### src/rtl/caft_pkg.sv
// Shared types, constants and helpers for the CAN acceptance filter table.
package caft_pkg;

    localparam int HIT_W = 8;
    localparam int SLOT_W = 3;
    localparam int ID_W = 32;
    localparam int TAG_W = 8;

    localparam logic [ID_W-1:0] EFF_FLAG = 32'h8000_0000;
    localparam logic [ID_W-1:0] EFF_KEEP = 32'h9FFF_FFFF;
    localparam logic [ID_W-1:0] SFF_KEEP = 32'h0000_07FF;

    typedef enum logic [1:0] {
        ST_STORED  = 2'd0,
        ST_NO_ROOM = 2'd1,
        ST_MATCH   = 2'd2
    } t_status;

    typedef enum logic {
        OP_REGISTER = 1'b0,
        OP_MATCH    = 1'b1
    } t_opcode;

    // Request travelling down the row of cells.
    typedef struct packed {
        logic               valid;
        t_opcode            opcode;
        logic [ID_W-1:0]    frame_id;
        logic [ID_W-1:0]    mask;
        logic [ID_W-1:0]    value;
        logic               placed;
        logic [SLOT_W-1:0]  slot;
        logic [HIT_W-1:0]   hits;
    } t_token;

    function automatic logic [ID_W-1:0] clean_mask(input logic [ID_W-1:0] m);
        logic [ID_W-1:0] res;
        if ((m & EFF_FLAG) != '0) begin
            res = m & EFF_KEEP;
        end else begin
            res = m & SFF_KEEP;
        end
        return res;
    endfunction

endpackage

### src/rtl/caft_cell.sv
// One filter entry cell: stores an entry and processes the request passing through.
module caft_cell #(
    parameter int CELL_IDX = 0
) (
    input  logic            i_clk,
    input  logic            i_rst_n,
    input  logic            i_advance,
    input  caft_pkg::t_token i_tok,
    output caft_pkg::t_token o_tok,
    output logic            o_used
);
    import caft_pkg::*;

    localparam logic [SLOT_W-1:0] SLOT_NUM = SLOT_W'(CELL_IDX);
    localparam bit HAS_HIT = (CELL_IDX < HIT_W);
    localparam logic [$clog2(HIT_W)-1:0] HIT_POS = $clog2(HIT_W)'(CELL_IDX % HIT_W);

    logic            r_used;
    logic [ID_W-1:0] r_mask;
    logic [ID_W-1:0] r_filter;
    t_token          r_tok;
    t_token          n_tok;
    logic            w_claim;
    logic            w_hit;

    always_comb begin
        w_claim = i_tok.valid && (i_tok.opcode == OP_REGISTER) && !i_tok.placed && !r_used;
        w_hit   = i_tok.valid && (i_tok.opcode == OP_MATCH) && r_used &&
                  (((i_tok.frame_id ^ r_filter) & r_mask) == '0);
        n_tok = i_tok;
        if (w_claim) begin
            n_tok.placed = 1'b1;
            n_tok.slot   = SLOT_NUM;
        end
        if (HAS_HIT && w_hit) begin
            n_tok.hits[HIT_POS] = 1'b1;
        end
    end

    // Reset clears only the valid and used bits; the payload holds.
    always_ff @(posedge i_clk) begin
        if (!i_rst_n) begin
            r_used      <= 1'b0;
            r_tok.valid <= 1'b0;
        end else if (i_advance) begin
            r_tok <= n_tok;
            if (w_claim) begin
                r_used   <= 1'b1;
                r_mask   <= i_tok.mask;
                r_filter <= i_tok.value;
            end
        end
    end

    assign o_tok  = r_tok;
    assign o_used = r_used;

endmodule

### src/rtl/can_acceptance_filter_table.sv
// Top level of the CAN acceptance filter table: a row of entry cells.
// Each accepted request is registered once in every cell on its way to the result.
// Throughput: one request per cycle; the row stalls as a whole while a result waits.
// Each cell owns one entry; a request visits cell 0 first and reaches the output after the last.
// Reset (synchronous, active low) frees every entry and drops requests in flight.
// Entry payloads are not cleared; a free entry is never read.
module can_acceptance_filter_table #(
    parameter int ENTRIES = 8
) (
    input  logic         i_clk,
    input  logic         i_rst_n,
    input  logic         i_s_axis_tvalid,
    output logic         o_s_axis_tready,
    // frame_id[31:0], filter_mask[63:32], filter_value[95:64], handler_tag[103:96]
    input  logic [103:0] i_s_axis_tdata,
    // opcode[0]
    input  logic [0:0]   i_s_axis_tuser,
    output logic         o_m_axis_tvalid,
    input  logic         i_m_axis_tready,
    // slot[2:0], hit_vector[10:3], zero[15:11]
    output logic [15:0]  o_m_axis_tdata,
    // status[1:0]
    output logic [1:0]   o_m_axis_tuser
);
    import caft_pkg::*;

    t_token               w_tok [ENTRIES+1];
    logic [ENTRIES-1:0]   w_used;
    logic                 w_advance;
    t_token               w_last;
    t_status              w_status;

    // Move the whole row whenever the result slot is empty or being taken.
    assign w_last    = w_tok[ENTRIES];
    assign w_advance = !w_last.valid || i_m_axis_tready;
    assign o_s_axis_tready = w_advance;

    // Build the request; clean the mask once on entry. The handler tag has no
    // observable effect on any result, so it is not kept in the row.
    always_comb begin
        w_tok[0].valid    = i_s_axis_tvalid;
        w_tok[0].opcode   = t_opcode'(i_s_axis_tuser[0]);
        w_tok[0].frame_id = i_s_axis_tdata[31:0];
        w_tok[0].mask     = clean_mask(i_s_axis_tdata[63:32]);
        w_tok[0].value    = i_s_axis_tdata[95:64];
        w_tok[0].placed   = 1'b0;
        w_tok[0].slot     = '0;
        w_tok[0].hits     = '0;
    end

    for (genvar g = 0; g < ENTRIES; g++) begin : g_cell
        caft_cell #(
            .CELL_IDX (g)
        ) u_cell (
            .i_clk     (i_clk),
            .i_rst_n   (i_rst_n),
            .i_advance (w_advance),
            .i_tok     (w_tok[g]),
            .o_tok     (w_tok[g+1]),
            .o_used    (w_used[g])
        );
    end

    // Status follows from the opcode and whether any cell claimed the request.
    always_comb begin
        if (w_last.opcode == OP_MATCH) begin
            w_status = ST_MATCH;
        end else if (w_last.placed) begin
            w_status = ST_STORED;
        end else begin
            w_status = ST_NO_ROOM;
        end
    end

    assign o_m_axis_tvalid = w_last.valid;
    assign o_m_axis_tuser  = w_status;
    assign o_m_axis_tdata  = {5'b0, w_last.hits, w_last.slot};

    // A refused entry implies every cell was already taken.
    a_no_room_full: assert property (@(posedge i_clk) disable iff (!i_rst_n)
        (o_m_axis_tvalid && (o_m_axis_tuser == ST_NO_ROOM)) |-> (&w_used))
        else $error("no-room result while a cell is free");

    // Register results never carry hits; match results never carry a slot.
    a_store_no_hits: assert property (@(posedge i_clk) disable iff (!i_rst_n)
        (o_m_axis_tvalid && (o_m_axis_tuser != ST_MATCH)) |-> (o_m_axis_tdata[10:3] == '0))
        else $error("hits on a register result");

    a_match_no_slot: assert property (@(posedge i_clk) disable iff (!i_rst_n)
        (o_m_axis_tvalid && (o_m_axis_tuser == ST_MATCH)) |-> (o_m_axis_tdata[2:0] == '0))
        else $error("slot set on a match result");

    // Used cells only grow outside reset, one at a time.
    a_used_sticky: assert property (@(posedge i_clk) disable iff (!i_rst_n)
        ((w_used & ~$past(w_used)) != '0) |->
            ($countones(w_used) == $countones($past(w_used)) + 1))
        else $error("more than one cell claimed per cycle");

    // An accepted request sits in the first cell in the next cycle.
    a_accept_enters: assert property (@(posedge i_clk) disable iff (!i_rst_n)
        (o_s_axis_tready && i_s_axis_tvalid) |=> w_tok[1].valid)
        else $error("accepted request lost at first cell");

endmodule

### config.mk
export PLATFORM = sky130hd
export DESIGN_NAME = can_acceptance_filter_table
export DESIGN_NICKNAME = d
export VERILOG_FILES = /design/src/rtl/caft_pkg.sv /design/src/rtl/caft_cell.sv /design/src/rtl/can_acceptance_filter_table.sv
export SDC_FILE = /design/constraint.sdc
export NUM_CORES = 1
export LEC_CHECK = 0
export BUFFER_PORTS_ARGS = -buffer_cell sky130_fd_sc_hd__buf_2
export CORE_MARGIN = 1.5
export CORE_UTILIZATION = 40
export CTS_BUF_LIST = sky130_fd_sc_hd__clkbuf_8
export DETAILED_ROUTE_END_ITERATION = 6
export SKIP_CTS_REPAIR_TIMING = 1
export SLEW_MARGIN = 20
export SYNTH_ARGS = -nofsm -noshare
export SYNTH_HDL_FRONTEND = slang
export SYNTH_SLANG_ARGS = --single-unit
export TNS_END_PERCENT = 100
### constraint.sdc
create_clock -name i_clk -period 20.1 [get_ports i_clk]
set_clock_uncertainty 0.1 [all_clocks]
set_input_delay 3.015 -clock i_clk [delete_from_list [all_inputs] [get_ports i_clk]]
set_output_delay 3.015 -clock i_clk [all_outputs]
set_load 0.005 [all_outputs]
# After elaboration in Yosys (flattened, before gate mapping)
# Cells that the tools add are included.
word_totals:
  reg_bits: 1276
  in_bits: 109
op_classes:
  muxes: 5
  reduce_logical: 89
  bitwise_logic: 24
op_table:
  columns: ["op", "n"]
  rows:
  - ["32-bit AND", 8]
  - ["32-bit logical NOT", 8]
  - ["32-bit XOR", 8]
  - ["1-bit logical AND", 47]
  - ["32-bit 2-to-1 mux", 1]
  - ["3-bit AND reduction", 8]
  - ["2-bit AND reduction", 9]
  - ["1-bit logical NOT", 16]
  - ["1-bit inverter", 8]
  - ["4-bit 2-to-1 mux", 1]
  - ["1-bit 2-to-1 mux", 2]
  - ["2-bit 2-to-1 mux", 1]
  - ["1-bit logical OR", 1]

# Longest topological paths before layout
# Gate-level depths: netlist of the first run.
depth:
  depth_word: 5
  depth_mapped: 6
  mapped_depth_nobuf: 5

# Modules after synthesis
# Synthesis of the first run repeated with hierarchy kept, for this count alone.
unflattened:
  cells_unflattened: 1947
  hier_area_um2: 46191.8
modules_own_cells:
  columns: ["mod", "area_per_inst_um2", "cells_each", "n_inst", "seq_area_each_um2"]
  rows:
  - ["caft_cell (g_cell[1].u_cell ...)", 5750.5, 240, 3, 5235.0]
  - ["caft_cell (g_cell[3].u_cell ...)", 5749.3, 240, 3, 5235.0]
  - ["caft_cell (g_cell[0].u_cell)", 5751.8, 240, 1, 5235.0]
  - ["caft_cell (g_cell[7].u_cell)", 5748.0, 240, 1, 5235.0]
  - ["can_acceptance_filter_table", 192.7, 27, 1, 0.0]

# Worst setup path after synthesis of the first run
# Ideal clock, no wire load.
synth_timing:
  kind: "input port to flip-flop"
  from: "in i_m_axis_tready"
  to: "reg g_cell[0].u_cell.r_tok (netlist bit g_cell[0].u_cell.o_tok[0]) (enable)"
  required_time_ps: 18840
  path_slack_ps: -460
  cell_stages: 5
  n_path_buf: 2
  arrival_time_ps: 19300
  cell_sequence: "nor2b_1 > buf_2 > inv_1 > buf_2 > and2_1"
synth_between:
  elab_chain_cells: 2
synth_rtl:
  columns: ["element", "line_no", "source"]
  rows:
  - ["from (decl)", "can_acceptance_filter_table.sv:19", "input logic i_m_axis_tready,"]
  - ["1-bit logical OR", "can_acceptance_filter_table.sv:35", "assign w_advance = !w_last.valid || i_m_axis_tready;"]
  - ["net o_s_axis_tready", "can_acceptance_filter_table.sv:13", "output logic o_s_axis_tready,"]
  - ["2-bit AND reduction (no line)", null, null]
  - ["to (signal assigned)", "caft_cell.sv:46", "r_tok <= n_tok;"]
  - ["to (decl)", "caft_cell.sv:21", "t_token r_tok;"]
# The timed path passes the listed nets, and every way through them passes these cells.
# A chain may end at the register's enable or synchronous reset.

# Worst setup path in the final report of the first run
layout_timing:
  from: "in i_m_axis_tready"
  to: "out o_s_axis_tready"
layout_between:
  elab_chain_cells: 1
layout_rtl:
  columns: ["element", "line_no"]
  rows:
  - ["1-bit logical OR", "can_acceptance_filter_table.sv:35"]
  - ["to (decl)", "can_acceptance_filter_table.sv:13"]
# No other way between the ends.

==> flow_summary.ini, run 1 <==
[timing]
finalSetupViolCount = 0
rsz0062_at_grt = no
final_max_slew_viol_count = 0
tns_ns = 0
whs_ns = 0.3090
min_period_ns = 7.290
hold_viol = 0
fin_crit_sh_pct = 36.27
fmax_ghz = 0.1372
relSlewSlack_pct = 30.32
worst_slew_pin_slew_ns = 1.045

[global_routing]
grt_overflow = 0
grt_start_max_net_pins = 94
antenna_found_initial = 2
grt_first_pass_wirelength_mm = 90.33
grt_usage_pct = 11.44
grt_pass1_vias = 16740

[yosys]
synthCells = 1716
yosys.area_share.simple_pct = 1.990
yosysSeqAreaShare_pct = 89.50
synthXorXnorAreaFrac_pct = 5.266
synthDistinctLibCells = 28
synth_compound_area_share_pct = 2.834
yosysWarningCount = 0
synth_fa_ha_area_share_pct = 0
ys_ff_latch = 1195
synth_edf_count = 1179
synth_async_sr_flop_share_pct = 0
synth.avg_cell_area_um2 = 23.26
ys.flop_type = edfxtp_1
synth_top_family_by_area = XOR/XNOR gates
synth_mux_area_share_pct = 0
syn_area_um2 = 39920

[power_and_ir_drop]
ir_drop_uv = 67.83
power_w = 0.004717
p_per_area_nw_per_um2 = 104.4
leakagePower_nw = 15.21

[routing]
routed_wl_mm = 57.39
drt-initial-drc-count = 833
wl_per_cell_um = 16.78
drt-vias-per-instance = 4.510
num_vias = 15420
drt.antenna.violating_nets = 0
dr.pass1.iters = 5
drc = 0

[placement]
numPlacedInstances = 3111
io_buffers = 109
hpwl_mm = 36.18
gp_congestion = 0.7120

[hold_path]
hold_end = g_cell[7].u_cell.r_filter[7]
hold_path_startpoint = g_cell[6].u_cell.o_tok[19]
hp-class = reg2reg
hold_depth = 0

[critical_path]
rr_startpoint = g_cell[7].u_cell.o_tok[109]
worstSetupPathType = in2out
crit_fanout = 25
reg2reg_to = g_cell[2].u_cell.o_tok[99]
r2r_setup_slack_ns = 15.40
startpoint_type = primary input
critPathCaptureType = output pin
arrival_ns = 4.17
worstPathRequired_ns = 16.99
rr_worst_depth = 7

[clock_tree]
cts.reportedPaths.clkPinSlew_ns = 0.06
clockBufferDepth = 3
htree_levels = 4
cts_buffers = 170
root_buffer = clkbuf_8
cts_tree = done
cts.sinks = 1195
worst_skew_pair.late_latency_ns = 0.79

[layout]
layout.nets = 2105
instances_no_fill = 3419
syn_to_final_growth_pct = 13.22
layout-drive-gt1-share_pct = 18.11
layout_commonest_cell = edfxtp_1
layout_common_cells = edfxtp_1, xor2_1, clkbuf_8

[floorplan]
pin_count = 129
die_y_um = 318.9
die_area_um2 = 101700
start_util_pct = 40.50
core_area_um2 = 98560
rows = 115
dieWidth_um = 318.9

[outcome]
status = completed

[job]
max-cap-violations = 0
-- area by class of cell --
| cell class | instances | area, µm² |
|---|---|---|
| Fill cell | 8082 | 53370 |
| Sequential cell | 1195 | 35720 |
| Multi-Input combinational cell | 501 | 4059 |
| Clock buffer | 172 | 2367 |
| Tap cell | 1287 | 1610 |
| Clock inverter | 135 | 742.0 |
| Timing Repair Buffer | 127 | 684.4 |
| Inverter | 1 | 3.754 |
| Antenna cell | 1 | 2.502 |
-- worst max path at each step --
stage	end	cells past startpoint	slack, ns	startpoint
final	o_s_axis_tready	5	12.81	i_m_axis_tready
after global routing	o_s_axis_tready	5	12.67	i_m_axis_tready
after CTS	o_s_axis_tready	5	12.81	i_m_axis_tready
after detailed placement	g_cell[2].u_cell.o_tok[0]	8	12.59	i_m_axis_tready
after global placement	g_cell[2].u_cell.o_tok[0]	8	12.71	i_m_axis_tready
after floorplan	g_cell[0].u_cell.o_tok[0]	5	7.48	i_m_axis_tready
-- metrics by stage --
| stage | utilization [%] | instance area, µm² | worst slack [ns] |
|---|---|---|---|
| 2_1_floorplan | - | 39930 | 7.483 |
| 3_3_place_gp | 42.69 | 42080 | 12.71 |
| 3_5_place_dp | 42.69 | 42080 | 12.59 |
| 4_1_cts | 45.85 | 45190 | 12.81 |
| 5_1_grt | 45.85 | 45190 | 12.67 |
| 6_report | 45.85 | 45190 | 12.81 |
-- worst max-delay path, stage by stage --
cell and delay [ns]:
buf_2 0.10, nor2b_1 0.57, inv_1 0.08, buf_4 0.24
buf_2 0.15
-- where the power goes --
part / total (W) / switching [W] / internal (W)
Sequential: 0.00291 / 0.0000492 / 0.00286
Clock: 0.00172 / 0.000853 / 0.000867
Combinational: 0.0000903 / 0.0000589 / 0.0000314
-- cells in the mapped netlist, types with 3 or more instances --
cell      number  area (µm²)
xor2_1       240        2102
nand4_1       16       100.1
a21boi_0       7       52.55
nand3_1       16       80.08
nor2b_1       14       87.58
and2_1        19       118.9
nand2_1       14       52.55
a21oi_1       16       80.08
edfxtp_1    1179       35400
and3_1         8       50.05
nor3_2         8       80.08
a221oi_1      24       210.2
a221oi_2       8       120.1
dfxtp_1       16       320.3
a22o_1        32       280.3
buf_4         18       135.1
a222oi_1       8       80.08
a22oi_1       40       300.3
or2_2         16       100.1
clkbuf_1       3       11.26
nor4b_2        6       90.09
-- registers in the layout, summed over array words and instances, names as in the netlist --
name                    flops
g_cell.u_cell.r_mask      240
g_cell.u_cell.r_filter    240
g_cell.u_cell.o_used        8
g_cell.u_cell.o_tok       707
-- cell families (layout without fill, tap and decap cells) --
| group | after synthesis | in the layout |
|---|---|---|
| xor gates and xnor gates | 240 | 240 |
| AOI/OAI and AO/OA | 136 | 136 |
| and+or+nand+nor | 120 | 120 |
| DFF | 1195 | 1195 |
| other | 1 | 6 |
| buffers and inverters | 24 | 435 |
-- routing by layer --
| metal | vias up | GRT usage [%] | part of all wire (%) |
|---|---|---|---|
| met5 | - | 0 | 0 |
| met2 | 287 | 20.30 | 53 |
| met4 | 0 | 5.284 | 2.5 |
| li1 | 7401 | - | - |
| met3 | 105 | 2.585 | 4.1 |
| met1 | 7627 | 13.13 | 41 |
Power figures use the tool's default switching activity.
==> run 2, diff against run 1 <==
==> constraint.sdc (replaced) <==
create_clock -name i_clk -period 7.01 [get_ports i_clk]
set_clock_uncertainty 0.1 [all_clocks]
set_input_delay 1.0515 -clock i_clk [delete_from_list [all_inputs] [get_ports i_clk]]
set_output_delay 1.0515 -clock i_clk [all_outputs]
set_load 0.005 [all_outputs]
==> run 2 against run 1 <==
Net effect: flip-flop and latch count stayed put; register-to-register slack worse by 12 ns; clock-buffer cell count is 4 higher; combinational power grew to 2.9 times the previous value; cell count is 0.12% higher.
==> flow_summary.ini, run 2 (synthesized netlist as in run 1, its figures left out) <==
[hold_path]
hp-class = reg2reg

[timing]
worst_slew_pin_slew_ns = 1.147
tns_ns = 0
min_period_ns = 3.364
fin_crit_sh_pct = 47.98
final_max_slew_viol_count = 0
fmax_ghz = 0.2973
finalSetupViolCount = 0
hold_viol = 0
rsz0062_at_grt = no
relSlewSlack_pct = 23.56

[floorplan]
rows = 115
dieWidth_um = 318.9
die_y_um = 318.9
die_area_um2 = 101700
core_area_um2 = 98560
pin_count = 129
start_util_pct = 40.50

[global_routing]
use_met2_pct = 19.30
antenna_found_initial = 1
grt_overflow = 0
grt_pass1_vias = 16560
grtUsageMet3_pct = 2.781
grt_usage_pct = 11.31
grt_start_max_net_pins = 219
busiest_layer = met2
grt_first_pass_wirelength_mm = 89.83
use_met1_pct = 13.80

[critical_path]
worstSetupPathType = in2out
path_cells = buf_2, nor2b_1, inv_1, buf_4, buf_2
crit_slowest_cell = nor2b_1
crit_path_frequent_cell = buf_2
crit_family = buffers and inverters
startpoint_type = primary input
critical-path-max-stage-delay_ns = 0.56
critPathBufInv = 4
arrival_ns = 2.21
crit_fanout = 25
worstPathRequired_ns = 5.86
critPathCaptureType = output pin
r2r_setup_slack_ns = 3.79

[routing]
drc = 0
routed_wl_mm = 57.16
dr.pass1.iters = 5
drt.antenna.violating_nets = 0
drt-vias-per-instance = 4.516
wl_per_cell_um = 16.70
drt-initial-drc-count = 872
num_vias = 15460

[placement]
io_buffers = 109
numPlacedInstances = 3109
hpwl_mm = 36.36
gp_congestion = 0.7284

[layout]
syn_to_final_growth_pct = 13.33
utilization_pct = 45.89
layout.nets = 2105
layout-drive-gt1-share_pct = 17.89
layout_common_cells = edfxtp_1, xor2_1, clkbuf_8
layout_commonest_cell = edfxtp_1
largest_reg_flops = 707
nFillCells = 8113
instances_no_fill = 3423

[clock_tree]
htree_levels = 4
worst_skew_pair.late_latency_ns = 0.79
cts_tree = done
cts.reportedPaths.clkPinSlew_ns = 0.06
clockBufferDepth = 3
cts_buffers = 171
root_buffer = clkbuf_8
cts.sinks = 1195

[job]
max-cap-violations = 0

[outcome]
status = completed

[power_and_ir_drop]
ir_drop_uv = 197.5
leakagePower_nw = 15.30
power_w = 0.01347
p_per_area_nw_per_um2 = 297.9
==> run 2: cell count changes in the layout (fill, tap and decap cells not counted) <==
cell,before,now
buf_4,17,13
buf_6,1,0
buf_16,0,1
clkinv_2,17,16
clkinvlp_4,8,4
clkbuf_8,172,176
clkinv_1,49,41
buf_12,0,3
inv_8,3,2
inv_1,48,64
bufinv_16,5,3
clkinv_8,0,1
==> run 2: cell type report <==
class / count / area, µm² / share of cell area, %
inverters: 1 / 3.754 / 0.008298
diodes: 1 / 2.502 / 0.005532
multi-input cells: 501 / 4059 / 8.973
clock buffers: 176 / 2422 / 5.355
repair buffers: 126 / 730.7 / 1.615
flip-flops and latches: 1195 / 35720 / 78.98
clock inverters: 136 / 681.9 / 1.507
well taps: 1287 / 1610 / 3.560
==> run 2: power breakdown <==
group | internal (W) | switching, W | leakage, nW
Sequential | 0.00819 | 0.000145 | 11.3
Combinational | 0.0000930 | 0.000166 | 2.17
Clock | 0.00245 | 0.00242 | 1.82
==> run 2: metrics by stage <==
stage                     area [µm²]  setup WS (ns)  hold slack (ns)
after floorplan                39930        0.03398           0.3003
after global placement         42100          3.182           0.3040
after detailed placement       42100          3.193           0.3045
after CTS                      45200          3.581           0.2397
after global routing           45230          3.502           0.2623
final                          45230          3.646           0.3143
==> run 2: worst paths after layout <==
| kind | startpoint | depth (start not counted) | endpoint |
|---|---|---|---|
| worst max-delay path | i_m_axis_tready | 5 | o_s_axis_tready |
| worst min-delay path | g_cell[6].u_cell.o_tok[68] | 0 | g_cell[7].u_cell.r_mask[24] |
| worst max register to register | g_cell[7].u_cell.o_tok[109] | 6 | g_cell[2].u_cell.o_tok[75] |
| worst min register to register | g_cell[6].u_cell.o_tok[68] | 0 | g_cell[7].u_cell.r_mask[24] |
==> run 2: metal layers <==
layer,up-vias,wire (µm)
met5,-,0
met4,0,1243
met3,104,2047
met2,271,29110
met1,7680,24760
li1,7402,-
==> run 3, diff against run 2 <==
==> constraint.sdc (replaced) <==
create_clock -name i_clk -period 3.48 [get_ports i_clk]
set_clock_uncertainty 0.1 [all_clocks]
set_input_delay 0.522 -clock i_clk [delete_from_list [all_inputs] [get_ports i_clk]]
set_output_delay 0.522 -clock i_clk [all_outputs]
set_load 0.005 [all_outputs]
==> run 3 against run 2 <==
Net effect: core utilization is 1.2 points higher; critical path depth is 1 higher; combinational power is 150% higher; highest routed layer unchanged; via count is 2.8% higher; non-clock buffer count is 109 higher; critical endpoint is now g_cell[6].u_cell.o_tok[36]; register-to-register slack worse by 2.8 ns; wire length is 3.6% higher; sequential power is 100% higher; critical path type is now reg2reg; hold slack worse by 0.22 ns.
==> flow_summary.ini, run 3 (synthesized netlist as in run 1, its figures left out) <==
[critical_path]
critical-path-max-stage-delay_ns = 0.52
rr_startpoint = g_cell[7].u_cell.o_tok[109]
crit_fanout = 28
crit_path_frequent_cell = buf_4
arrival_ns = 2.86
endpoint = g_cell[6].u_cell.o_tok[36]
rr_worst_depth = 6
crit_family = buffers and inverters
critPathCaptureType = register
worstPathRequired_ns = 3.83
path_cells = nor2b_1, buf_4, inv_4, and2_4, buf_12, buf_4
startpoint = g_cell[7].u_cell.o_tok[109]
critPathBufInv = 4
reg2reg_to = g_cell[6].u_cell.o_tok[36]
crit_slowest_cell = and2_4
worstSetupPathType = reg2reg
cp_num_cells = 6
startpoint_type = register
r2r_setup_slack_ns = 0.97

[timing]
final_max_slew_viol_count = 0
relSlewSlack_pct = 44.25
min_period_ns = 2.510
fin_crit_sh_pct = 72.11
whs_ns = 0.09297
worst_slack_ns = 0.9704
worst_slew_pin_slew_ns = 0.8362
fmax_ghz = 0.3985
hold_viol = 0
finalSetupViolCount = 0
rsz0062_at_grt = no

[global_routing]
grt_pass1_vias = 16570
antenna_found_initial = 2
use_met1_pct = 14.29
use_met2_pct = 19.13
busiest_layer = met2
grt_start_max_net_pins = 103
grtUsageMet3_pct = 2.928
grt_usage_pct = 11.47
grt_first_pass_wirelength_mm = 90.65
grt_overflow = 0

[routing]
drt-vias-per-instance = 4.499
dr.pass1.iters = 5
num_vias = 15890
drc = 0
wl_per_cell_um = 16.77
drt-initial-drc-count = 1047
routed_wl_mm = 59.21
drt.antenna.violating_nets = 0

[layout]
layout-drive-gt1-share_pct = 18.02
largest_reg_flops = 707
layout_commonest_cell = edfxtp_1
layout.nets = 2215
layout_common_cells = edfxtp_1, xor2_1, clkbuf_8
syn_to_final_growth_pct = 16.28
nFillCells = 7947
utilization_pct = 47.09

[power_and_ir_drop]
internal_power_w = 0.02173
leakagePower_nw = 15.75
p_sw_w = 0.005630
p_seq_share_pct = 61.4
p_comb_share_pct = 2.3
p_sw_share_pct = 20.58
p_per_area_nw_per_um2 = 589.5
p_clk_share_pct = 36.3
ir_drop_uv = 412.0

[job]
max-cap-violations = 0

[clock_tree]
cts.sinks = 1195
cts_tree = done
worst_skew_pair.late_latency_ns = 0.80
htree_levels = 4
root_buffer = clkbuf_8
cts.reportedPaths.clkPinSlew_ns = 0.06
clockBufferDepth = 3
cts_buffers = 172

[floorplan]
core_area_um2 = 98560
die_y_um = 318.9
dieWidth_um = 318.9
start_util_pct = 40.50
pin_count = 129
die_area_um2 = 101700
rows = 115

[placement]
io_buffers = 109
dp_worst_setup_slack_ns = 0.7444
hpwl_mm = 37.82
gp_congestion = 0.7405

[hold_path]
hp-class = in2reg

[outcome]
status = completed
-- run 3: stage by stage --
step	TNS (ns)	cells	cell area, µm²	power, W
after global placement	0	3127	42360	0.01763
after global routing	0	3531	46410	0.02847
after CTS	0	3437	45490	0.02766
after floorplan	-1954.11	1720	39940	0.01737
after detailed placement	0	3127	42360	0.01767
final	0	3531	46410	0.02736
-- run 3: layer usage --
| metal | routed length, µm | part of all wire (%) | vias up |
|---|---|---|---|
| met5 | 0 | 0 | - |
| li1 | - | - | 7637 |
| met2 | 29530 | 50 | 310 |
| met4 | 1534 | 2.6 | 0 |
| met1 | 25830 | 44 | 7810 |
| met3 | 2314 | 3.9 | 130 |
-- run 3: final cells by class --
class | count | area [µm²] | area share, %
Tap cell | 1287 | 1610 | 3.469
Clock buffer | 172 | 2367 | 5.100
Antenna cell | 2 | 5.005 | 0.01078
Multi-Input combinational cell | 501 | 4059 | 8.745
Inverter | 1 | 6.256 | 0.01348
Sequential cell | 1195 | 35720 | 76.97
Clock inverter | 138 | 758.2 | 1.634
Timing Repair Buffer | 235 | 1884 | 4.060
-- run 3: worst min-delay path, cell delays in order --
cell	delay [ns]
buf_2	0.07
nor2b_1	0.04
buf_4	0.17
nand2_1	0.07
a21boi_0	0.06
-- run 3: power by group through the flow --
stage | combinational, W | clock, W | sequential [W]
final | 0.000636 | 0.00993 | 0.0168
after global routing | 0.000705 | 0.0109 | 0.0169
after CTS | 0.000567 | 0.0103 | 0.0168
after detailed placement | 0.000565 | 0 | 0.0171
after global placement | 0.000547 | 0 | 0.0171
after floorplan | 0.000338 | 0 | 0.0170
-- run 3: worst min-delay path by stage --
stage | start | end | cells past startpoint
after global routing | i_m_axis_tready | g_cell[3].u_cell.o_tok[109] | 5
after CTS | i_s_axis_tdata[38] | g_cell[0].u_cell.r_mask[6] | 1
after global placement | g_cell[6].u_cell.o_tok[31] | g_cell[7].u_cell.r_filter[19] | 0
final | i_m_axis_tready | g_cell[3].u_cell.o_tok[109] | 5
after detailed placement | g_cell[5].u_cell.o_tok[3] | g_cell[6].u_cell.o_tok[3] | 0
after floorplan | g_cell[0].u_cell.o_tok[0] | g_cell[1].u_cell.o_tok[0] | 0
